--- config.mk ---
export PLATFORM = sky130hd
export DESIGN_NAME = sound_effect_tick_sequencer
export DESIGN_NICKNAME = d
export VERILOG_FILES = /design/src/design/stsq_pkg.sv /design/src/design/stsq_cfg.sv /design/src/design/stsq_in_stage.sv /design/src/design/stsq_core.sv /design/src/design/stsq_out_stage.sv /design/src/design/sound_effect_tick_sequencer.sv
export SDC_FILE = /design/constraint.sdc
export NUM_CORES = 1
export LEC_CHECK = 0
export BUFFER_PORTS_ARGS = -buffer_cell sky130_fd_sc_hd__buf_2
export CAP_MARGIN = 25
export CORE_MARGIN = 1
export CORE_UTILIZATION = 35
export CTS_CLUSTER_SIZE = 25
export DETAILED_ROUTE_END_ITERATION = 10
export MAX_ROUTING_LAYER = met4
export PLACE_DENSITY = 0.55
export SLEW_MARGIN = 25
export SYNTH_ARGS = -nofsm -noshare
export SYNTH_HDL_FRONTEND = slang
export SYNTH_SLANG_ARGS = --single-unit
--- constraint.sdc ---
create_clock -name clk -period 20.5 [get_ports clk]
set_clock_uncertainty 0.2 [all_clocks]
set_input_delay 4.1 -clock clk [delete_from_list [all_inputs] [get_ports clk]]
set_output_delay 4.1 -clock clk [all_outputs]
set_load 0.005 [all_outputs]
--- src/design/stsq_pkg.sv ---
`timescale 1ns / 1ps

package stsq_pkg;

    localparam int COUNT_BITS = 16;
    localparam int FREQ_BITS  = 16;
    localparam int CMP_BITS   = (COUNT_BITS > 16) ? COUNT_BITS : 16;

    localparam int IN_DATA_BITS  = 48;
    localparam int OUT_DATA_BITS = 24;
    localparam int CFG_IDX_BITS  = 3;
    localparam int CFG_DATA_BITS = 16;

    typedef enum logic [1:0] {
        LOOP_NONE    = 2'd0,
        LOOP_REPEAT  = 2'd1,
        LOOP_COUNTED = 2'd2
    } loop_mode_t;

    typedef enum logic [CFG_IDX_BITS-1:0] {
        CFG_PLAYBACK_ENABLE = 3'd0,
        CFG_EFFECT_FLAGS    = 3'd1,
        CFG_SWEEP_STEP      = 3'd2,
        CFG_SWEEP_TRIGGER   = 3'd3,
        CFG_SWEEP_HOLD      = 3'd4,
        CFG_GATE_TRIGGER    = 3'd5,
        CFG_GATE_HOLD       = 3'd6,
        CFG_REPEAT_FRAMES   = 3'd7
    } cfg_index_t;

    localparam int FX_ALT_SWEEP = 0;
    localparam int FX_ONE_SWEEP = 1;
    localparam int FX_GATE      = 2;

    typedef struct packed {
        logic               playback_enable;
        logic [2:0]         effect_flags;
        logic signed [15:0] sweep_step;
        logic [15:0]        sweep_trigger;
        logic [15:0]        sweep_hold;
        logic [15:0]        gate_trigger;
        logic [15:0]        gate_hold;
        logic [15:0]        repeat_frames;
    } cfg_t;

    typedef struct packed {
        logic        command;
        logic [15:0] start_frames;
        logic [1:0]  start_loop_mode;
        logic [7:0]  start_loop_count;
        logic [15:0] start_frequency;
    } in_item_t;

    typedef struct packed {
        logic        sound_off;
        logic [15:0] frequency;
        logic        active;
    } result_t;

endpackage

--- src/design/stsq_cfg.sv ---
`timescale 1ns / 1ps

module stsq_cfg (
    input  logic                          clk,
    input  logic                          rst_n,
    input  logic                          wr_en,
    input  logic [stsq_pkg::CFG_IDX_BITS-1:0]  wr_index,
    input  logic [stsq_pkg::CFG_DATA_BITS-1:0] wr_data,
    output stsq_pkg::cfg_t                cfg
);
    import stsq_pkg::*;

    cfg_t cfg_reg;
    cfg_t cfg_next;

    always_comb
    begin
        cfg_next = cfg_reg;
        if (wr_en)
        begin
            case (cfg_index_t'(wr_index))
                CFG_PLAYBACK_ENABLE: cfg_next.playback_enable = wr_data[0];
                CFG_EFFECT_FLAGS:    cfg_next.effect_flags    = wr_data[2:0];
                CFG_SWEEP_STEP:      cfg_next.sweep_step      = $signed(wr_data[15:0]);
                CFG_SWEEP_TRIGGER:   cfg_next.sweep_trigger   = wr_data[15:0];
                CFG_SWEEP_HOLD:      cfg_next.sweep_hold      = wr_data[15:0];
                CFG_GATE_TRIGGER:    cfg_next.gate_trigger    = wr_data[15:0];
                CFG_GATE_HOLD:       cfg_next.gate_hold       = wr_data[15:0];
                CFG_REPEAT_FRAMES:   cfg_next.repeat_frames   = wr_data[15:0];
                default:             cfg_next = cfg_reg;
            endcase
        end
    end

    always_ff @(posedge clk or negedge rst_n)
    begin
        if (!rst_n)
        begin
            cfg_reg <= '{playback_enable: 1'b1, default: '0};
        end
        else
        begin
            cfg_reg <= cfg_next;
        end
    end

    assign cfg = cfg_reg;

endmodule

--- src/design/stsq_in_stage.sv ---
`timescale 1ns / 1ps

module stsq_in_stage (
    input  logic               clk,
    input  logic               rst_n,
    input  logic               in_valid,
    output logic               in_ready,
    input  stsq_pkg::in_item_t in_item,
    input  logic               out_free,
    output logic               advance,
    output stsq_pkg::in_item_t item
);
    import stsq_pkg::*;

    logic     valid_reg;
    logic     valid_next;
    in_item_t item_reg;

    assign advance  = valid_reg && out_free;
    assign in_ready = !valid_reg || advance;

    always_comb
    begin
        valid_next = valid_reg;
        if (in_valid && in_ready)
        begin
            valid_next = 1'b1;
        end
        else if (advance)
        begin
            valid_next = 1'b0;
        end
    end

    always_ff @(posedge clk or negedge rst_n)
    begin
        if (!rst_n)
        begin
            valid_reg <= 1'b0;
        end
        else
        begin
            valid_reg <= valid_next;
        end
    end

    always_ff @(posedge clk)
    begin
        if (in_valid && in_ready)
        begin
            item_reg <= in_item;
        end
    end

    assign item = item_reg;

endmodule

--- src/design/stsq_core.sv ---
`timescale 1ns / 1ps

module stsq_core (
    input  logic               clk,
    input  logic               rst_n,
    input  logic               advance,
    input  stsq_pkg::in_item_t item,
    input  stsq_pkg::cfg_t     cfg,
    output stsq_pkg::result_t  result
);
    import stsq_pkg::*;

    logic [COUNT_BITS-1:0] frames_reg,  frames_next;
    loop_mode_t            loop_reg,    loop_next;
    logic [7:0]            repeats_reg, repeats_next;
    logic [FREQ_BITS-1:0]  freq_reg,    freq_next;
    logic [COUNT_BITS-1:0] sweep_reg,   sweep_next;
    logic [COUNT_BITS-1:0] gate_reg,    gate_next;

    logic [COUNT_BITS-1:0] frames_dec;
    logic [FREQ_BITS-1:0]  step_pos;
    logic [FREQ_BITS-1:0]  step_neg;
    logic [FREQ_BITS-1:0]  step_alt;
    logic [COUNT_BITS-1:0] sweep_a;
    logic [FREQ_BITS-1:0]  freq_a;
    logic [COUNT_BITS-1:0] sweep_b;
    logic [FREQ_BITS-1:0]  freq_b;
    logic [COUNT_BITS-1:0] gate_inc;
    logic                  gate_fire;
    logic                  off;

    assign frames_dec = frames_reg - 1'b1;
    assign step_pos   = FREQ_BITS'(cfg.sweep_step);
    assign step_neg   = -step_pos;
    assign step_alt   = frames_dec[0] ? step_neg : step_pos;

    // alternating sweep runs first, one-way sweep sees its result
    always_comb
    begin
        sweep_a = sweep_reg;
        freq_a  = freq_reg;
        if (cfg.effect_flags[FX_ALT_SWEEP])
        begin
            sweep_a = sweep_reg + 1'b1;
            if (CMP_BITS'(sweep_a) > CMP_BITS'(cfg.sweep_trigger))
            begin
                freq_a = freq_reg + step_alt;
                if (CMP_BITS'(sweep_a) > CMP_BITS'(cfg.sweep_hold))
                begin
                    sweep_a = '0;
                end
            end
        end
        sweep_b = sweep_a;
        freq_b  = freq_a;
        if (cfg.effect_flags[FX_ONE_SWEEP])
        begin
            sweep_b = sweep_a + 1'b1;
            if (CMP_BITS'(sweep_b) > CMP_BITS'(cfg.sweep_trigger))
            begin
                freq_b = freq_a + step_pos;
                if (CMP_BITS'(sweep_b) > CMP_BITS'(cfg.sweep_hold))
                begin
                    sweep_b = '0;
                end
            end
        end
    end

    always_comb
    begin
        gate_inc  = gate_reg;
        gate_fire = 1'b0;
        if (cfg.effect_flags[FX_GATE])
        begin
            gate_inc = gate_reg + 1'b1;
            if (CMP_BITS'(gate_inc) > CMP_BITS'(cfg.gate_trigger))
            begin
                gate_fire = 1'b1;
                if (CMP_BITS'(gate_inc) > CMP_BITS'(cfg.gate_hold))
                begin
                    gate_inc = '0;
                end
            end
        end
    end

    always_comb
    begin
        frames_next  = frames_reg;
        loop_next    = loop_reg;
        repeats_next = repeats_reg;
        freq_next    = freq_reg;
        sweep_next   = sweep_reg;
        gate_next    = gate_reg;
        off          = 1'b0;
        if (item.command)
        begin
            frames_next  = COUNT_BITS'(item.start_frames);
            loop_next    = loop_mode_t'(item.start_loop_mode);
            repeats_next = item.start_loop_count;
            freq_next    = FREQ_BITS'(item.start_frequency);
        end
        else if (frames_reg != '0)
        begin
            frames_next = frames_dec;
            if (frames_dec == '0)
            begin
                if (loop_reg != LOOP_NONE)
                begin
                    frames_next = COUNT_BITS'(cfg.repeat_frames);
                    if (loop_reg == LOOP_REPEAT)
                    begin
                        loop_next = loop_reg;
                    end
                    else if (loop_reg == LOOP_COUNTED && repeats_reg != '0)
                    begin
                        repeats_next = repeats_reg - 1'b1;
                    end
                    else
                    begin
                        loop_next   = LOOP_NONE;
                        frames_next = '0;
                        off         = 1'b1;
                    end
                end
            end
            else if (!cfg.playback_enable)
            begin
                frames_next = '0;
                off         = 1'b1;
            end
            else
            begin
                sweep_next = sweep_b;
                freq_next  = freq_b;
                gate_next  = gate_inc;
                off        = gate_fire;
            end
        end
    end

    always_ff @(posedge clk or negedge rst_n)
    begin
        if (!rst_n)
        begin
            frames_reg  <= '0;
            loop_reg    <= LOOP_NONE;
            repeats_reg <= '0;
            freq_reg    <= '0;
            sweep_reg   <= '0;
            gate_reg    <= '0;
        end
        else if (advance)
        begin
            frames_reg  <= frames_next;
            loop_reg    <= loop_next;
            repeats_reg <= repeats_next;
            freq_reg    <= freq_next;
            sweep_reg   <= sweep_next;
            gate_reg    <= gate_next;
        end
    end

    assign result.sound_off = off;
    assign result.frequency = 16'(freq_next);
    assign result.active    = (frames_next != '0);

endmodule

--- src/design/stsq_out_stage.sv ---
`timescale 1ns / 1ps

module stsq_out_stage (
    input  logic              clk,
    input  logic              rst_n,
    input  logic              load,
    input  stsq_pkg::result_t result,
    output logic              out_free,
    output logic              out_valid,
    input  logic              out_ready,
    output stsq_pkg::result_t out_result
);
    import stsq_pkg::*;

    logic    valid_reg;
    logic    valid_next;
    result_t result_reg;

    assign out_free = !valid_reg || out_ready;

    always_comb
    begin
        valid_next = valid_reg;
        if (load)
        begin
            valid_next = 1'b1;
        end
        else if (out_ready)
        begin
            valid_next = 1'b0;
        end
    end

    always_ff @(posedge clk or negedge rst_n)
    begin
        if (!rst_n)
        begin
            valid_reg <= 1'b0;
        end
        else
        begin
            valid_reg <= valid_next;
        end
    end

    always_ff @(posedge clk)
    begin
        if (load)
        begin
            result_reg <= result;
        end
    end

    assign out_valid  = valid_reg;
    assign out_result = result_reg;

endmodule

--- src/design/sound_effect_tick_sequencer.sv ---
`timescale 1ns / 1ps

// Channel  | Handshake                  | Content
// ---------+----------------------------+-----------------------------------------
// s        | s_tvalid / s_tready        | one command beat (tick or start)
// m        | m_tvalid / m_tready        | one result beat per command beat
// cfg      | cfg_valid / cfg_ready      | register write, index and data
//
// One beat per cycle sustained unless m_tready stalls the output register.
// The input register feeds a single pass of counter and sweep logic into the
// output register; the state registers update in the same cycle.
// Reset clears the sequencer state; playback_enable resets to 1, other registers to 0.
// A stalled output holds one result while one more command beat waits in the input register.

module sound_effect_tick_sequencer (
    input  logic                                  clk,
    input  logic                                  rst_n,
    input  logic                                  s_tvalid,
    output logic                                  s_tready,
    // start_frames[15:0], start_loop_mode[17:16], start_loop_count[25:18],
    // start_frequency[41:26], zero [47:42]
    input  logic [stsq_pkg::IN_DATA_BITS-1:0]     s_tdata,
    // command[0]
    input  logic                                  s_tuser,
    output logic                                  m_tvalid,
    input  logic                                  m_tready,
    // sound_off[0], frequency[16:1], active[17], zero [23:18]
    output logic [stsq_pkg::OUT_DATA_BITS-1:0]    m_tdata,
    input  logic                                  cfg_valid,
    output logic                                  cfg_ready,
    input  logic [stsq_pkg::CFG_IDX_BITS-1:0]     cfg_index,
    input  logic [stsq_pkg::CFG_DATA_BITS-1:0]    cfg_data
);
    import stsq_pkg::*;

    in_item_t in_item;
    in_item_t item;
    cfg_t     cfg;
    result_t  result;
    result_t  out_result;
    logic     out_free;
    logic     advance;

    assign in_item.command          = s_tuser;
    assign in_item.start_frames     = s_tdata[15:0];
    assign in_item.start_loop_mode  = s_tdata[17:16];
    assign in_item.start_loop_count = s_tdata[25:18];
    assign in_item.start_frequency  = s_tdata[41:26];

    assign cfg_ready = 1'b1;

    stsq_cfg u_cfg (
        .clk      (clk),
        .rst_n    (rst_n),
        .wr_en    (cfg_valid && cfg_ready),
        .wr_index (cfg_index),
        .wr_data  (cfg_data),
        .cfg      (cfg)
    );

    stsq_in_stage u_in (
        .clk      (clk),
        .rst_n    (rst_n),
        .in_valid (s_tvalid),
        .in_ready (s_tready),
        .in_item  (in_item),
        .out_free (out_free),
        .advance  (advance),
        .item     (item)
    );

    stsq_core u_core (
        .clk     (clk),
        .rst_n   (rst_n),
        .advance (advance),
        .item    (item),
        .cfg     (cfg),
        .result  (result)
    );

    stsq_out_stage u_out (
        .clk        (clk),
        .rst_n      (rst_n),
        .load       (advance),
        .result     (result),
        .out_free   (out_free),
        .out_valid  (m_tvalid),
        .out_ready  (m_tready),
        .out_result (out_result)
    );

    assign m_tdata = {6'd0, out_result.active, out_result.frequency, out_result.sound_off};

endmodule
==> summary.txt <==
Pwr
  • Net Sw Frac: 0.4133
  • Leak: 7.695 nW
  • P per Cell Area: 137.7 mW/mm²
  • Flop pwr share: 0.282
  • P_int: 1.446 mW
  • Switching Power: 1.019 mW
  • Clk pwr share: 0.220
  • Peak VDD IR: 0.06907 mV
  • Logic pwr share: 0.498

Yosys
  • Unique masters post-synth: 85
  • Post-synth EDFFs: 61
  • Post-Syn Area: 0.01581 mm²
  • Prevailing post-synth register cell: dfrtp_1
  • Synthesized flop and latch total: 237
  • Area contributors post-synth: dfrtp_1, edfxtp_1, ha_1, mux2_2, o21ai_0
  • Synth Area per Inst: 9.528 µm²
  • Synthesized instance count: 1659
  • Top cell type's share of synthesized area: 0.2771
  • Register area share after synthesis: 0.3946
  • Cell taking the most area after synthesis: dfrtp_1
  • Ys Warns: 0
  • Async SR Flop Fraction: 0.7426

Place
  • IO buf count: 86
  • Routability cong.: 0.8952
  • Dpl ws: 10730 ps
  • Post-DP HPWL: 31990 µm

Timing
  • Final setup vio count: 0
  • Worst-margin pin slew: 997.0 ps
  • Final Hold Viols: 0
  • Final period util: 0.4821
  • Final worst setup slack: 10620 ps
  • Setup_tns: 0 ps
  • Final min period: 9883 ps
  • Max frequency: 0.1012 GHz
  • Slew Limit Fails: 0
  • Setup repair after global routing missed its margin: no
  • Max_slew headroom: 0.3322

Clock network
  • CTS Root Cell: clkbuf_16
  • TritonCTS clock tree: yes
  • CTS Sinks: 237
  • H-tree level count: 1
  • Largest buffer count on any clock path: 3
  • Hold-fix buffers, CTS: 0
  • TritonCTS Buffers: 28
  • Post-CTS resize count: 0
  • Clock transition at path regs: 60 ps
  • Skew-Pair Late Insertion Delay: 570 ps
  • Post-CTS Setup Inserts: 0

Global routing
  • M2 GR Usage: 0.3133
  • Global Route met3 Usage: 0.03007
  • Gr busiest metal: met2
  • Largest net degree at the start of global routing: 120
  • Global-route wire length before repair: 69980 µm
  • Grt ovf: 0
  • Antenna violations before repair: 3
  • Gr usage total: 0.1958
  • M1 GR Usage: 0.2609
  • Vias in the first global route: 12530

Worst setup path
  • Start point of the critical path: u_core.sweep_reg[0]
  • Critical path peak fanout: 22
  • WS Path Type: reg -> reg
  • Reg2Reg Setup Slack: 10620 ps
  • Startpoint Class: flop
  • Critical R2R Launch: u_core.sweep_reg[0]
  • Worst EP arrival: 10130 ps
  • Critical Path End Type: flop
  • Req. time, crit path: 20750 ps
  • CP max stage cell: a2111oi_2
  • Max incr delay on CP: 650 ps

Routing
  • Via count: 12640
  • DRC: 0
  • Via/cell ratio: 5.390
  • Antenna Violating Nets Remaining: 0
  • Initial drt markers: 911
  • Final WL: 43520 µm
  • First-pass DRT Iterations: 5
  • WL/cell: 18.56 µm

Floorplanning
  • Die height: 214.5 µm
  • Die area: 0.04601 mm²
  • Chip width: 214.5 µm
  • Initial core utilization: 0.3559
  • # IOs: 100
  • Core area: 0.04441 mm²
  • Row count: 77

Layout
  • Most frequent cells in the layout: dfrtp_1, nand2_1, ha_1
  • # nets final: 1937
  • Final core occ: 0.4032
  • Largest register FFs: 100
  • Layout cells sized above 1: 0.1691
  • Commonest non-fill, non-tap cell in the layout: dfrtp_1
  • Area Overhead vs Synth: 13.28%

Outcome
  • Outcome: finished clean

Hold path
  • HP Start: u_in.valid_reg
  • Min-delay worst type: reg -> reg

Run
  • Max Cap Viol: 0
==> synthesized netlist by cell type (7+ instances only) <==
cell type	instances
xor2_1	46
clkbuf_1	48
or3_1	16
o31ai_1	14
mux2_2	103
o21bai_1	7
edfxtp_1	61
xnor2_1	51
nor2_1	108
dfrtp_1	175
nand2_1	146
a21o_1	23
and3_1	18
buf_4	7
a211oi_1	22
nor3_1	30
nand2b_1	15
and2_1	8
a22oi_1	7
mux2i_1	8
nor2b_1	10
a21oi_1	96
or2_2	13
o21ai_0	132
a31oi_1	19
nand4_1	24
buf_2	10
inv_1	102
nor4_1	15
o21a_1	10
o211ai_1	7
ha_1	134
nand3_1	53
==> worst paths after layout <==
path | endpoint | cells past startpoint
setup reg to reg | u_core.freq_reg[15] | 30
min in group asynchronous | u_core.gate_reg[10] | 1
max in group asynchronous | u_cfg.cfg[51] | 3
hold reg to reg | u_out.out_valid | 1
setup / recovery | u_core.freq_reg[15] | 30
hold / removal | u_out.out_valid | 1
==> per-stage QoR <==
step / hold WS (ps) / std cells / power (mW) / instance area (µm²)
global route: 317.9 / 2344 / 2.672 / 17900
CTS: 297.2 / 2340 / 2.481 / 17850
detailed placement: 285.8 / 2288 / 1.921 / 16840
finish: 291.7 / 2345 / 2.465 / 17910
floorplan: 249.8 / 1664 / 1.612 / 15830
global placement: 263.9 / 2287 / 1.892 / 16830
==> cell type report <==
class                      count  area, µm²
sequential                   237       6237
tap                          592      740.7
clock inverter                19      245.2
inverter                     103      386.6
clock buffer                  33      760.7
multi-input combinational   1256       8940
timing repair buffer         102      588.1
antenna                        3      7.507
fill                        4324      26510
==> critical path, delay by kind of cell (launching register included) <==
kind	cells	cell delay, ps
and+or+nand+nor	15	4370
xor gates and xnor gates	2	710
AOI/OAI and AO/OA	8	2330
adders and majority gates	3	800
DFF	1	570
muxes	1	450
buffers and inverters	1	330
==> power by group through the flow <==
stage	Sequential (mW)	Combinational, mW	Clock, mW
floorplan	0.660	0.952	0
global placement	0.699	1.19	0
CTS	0.694	1.23	0.559
finish	0.694	1.23	0.542
global route	0.710	1.39	0.575
detailed placement	0.702	1.22	0
==> logic make-up (layout without fill, tap and decap cells) <==
family                   after synthesis  count (layout)  synth area share
AND/OR/NAND/NOR                      497             497            0.1571
AO/OA/AOI/OAI                        407             407            0.1633
flip-flops                           237             237            0.3946
buffers and inverters                171             257           0.04306
adder cells (fa/ha/maj)              136             136            0.1086
multiplexers                         112             112           0.07916
XOR/XNOR                              97              97           0.05375
other                                  2              10         0.0004751
==> per-layer routing <==
metal  part of all wire  up-vias
li1                   -     6173
met1               0.48     6113
met2               0.46      289
met3              0.046       64
met4              0.020        0
met5                  0        -
Note: power is estimated with default switching activity, not from simulation.
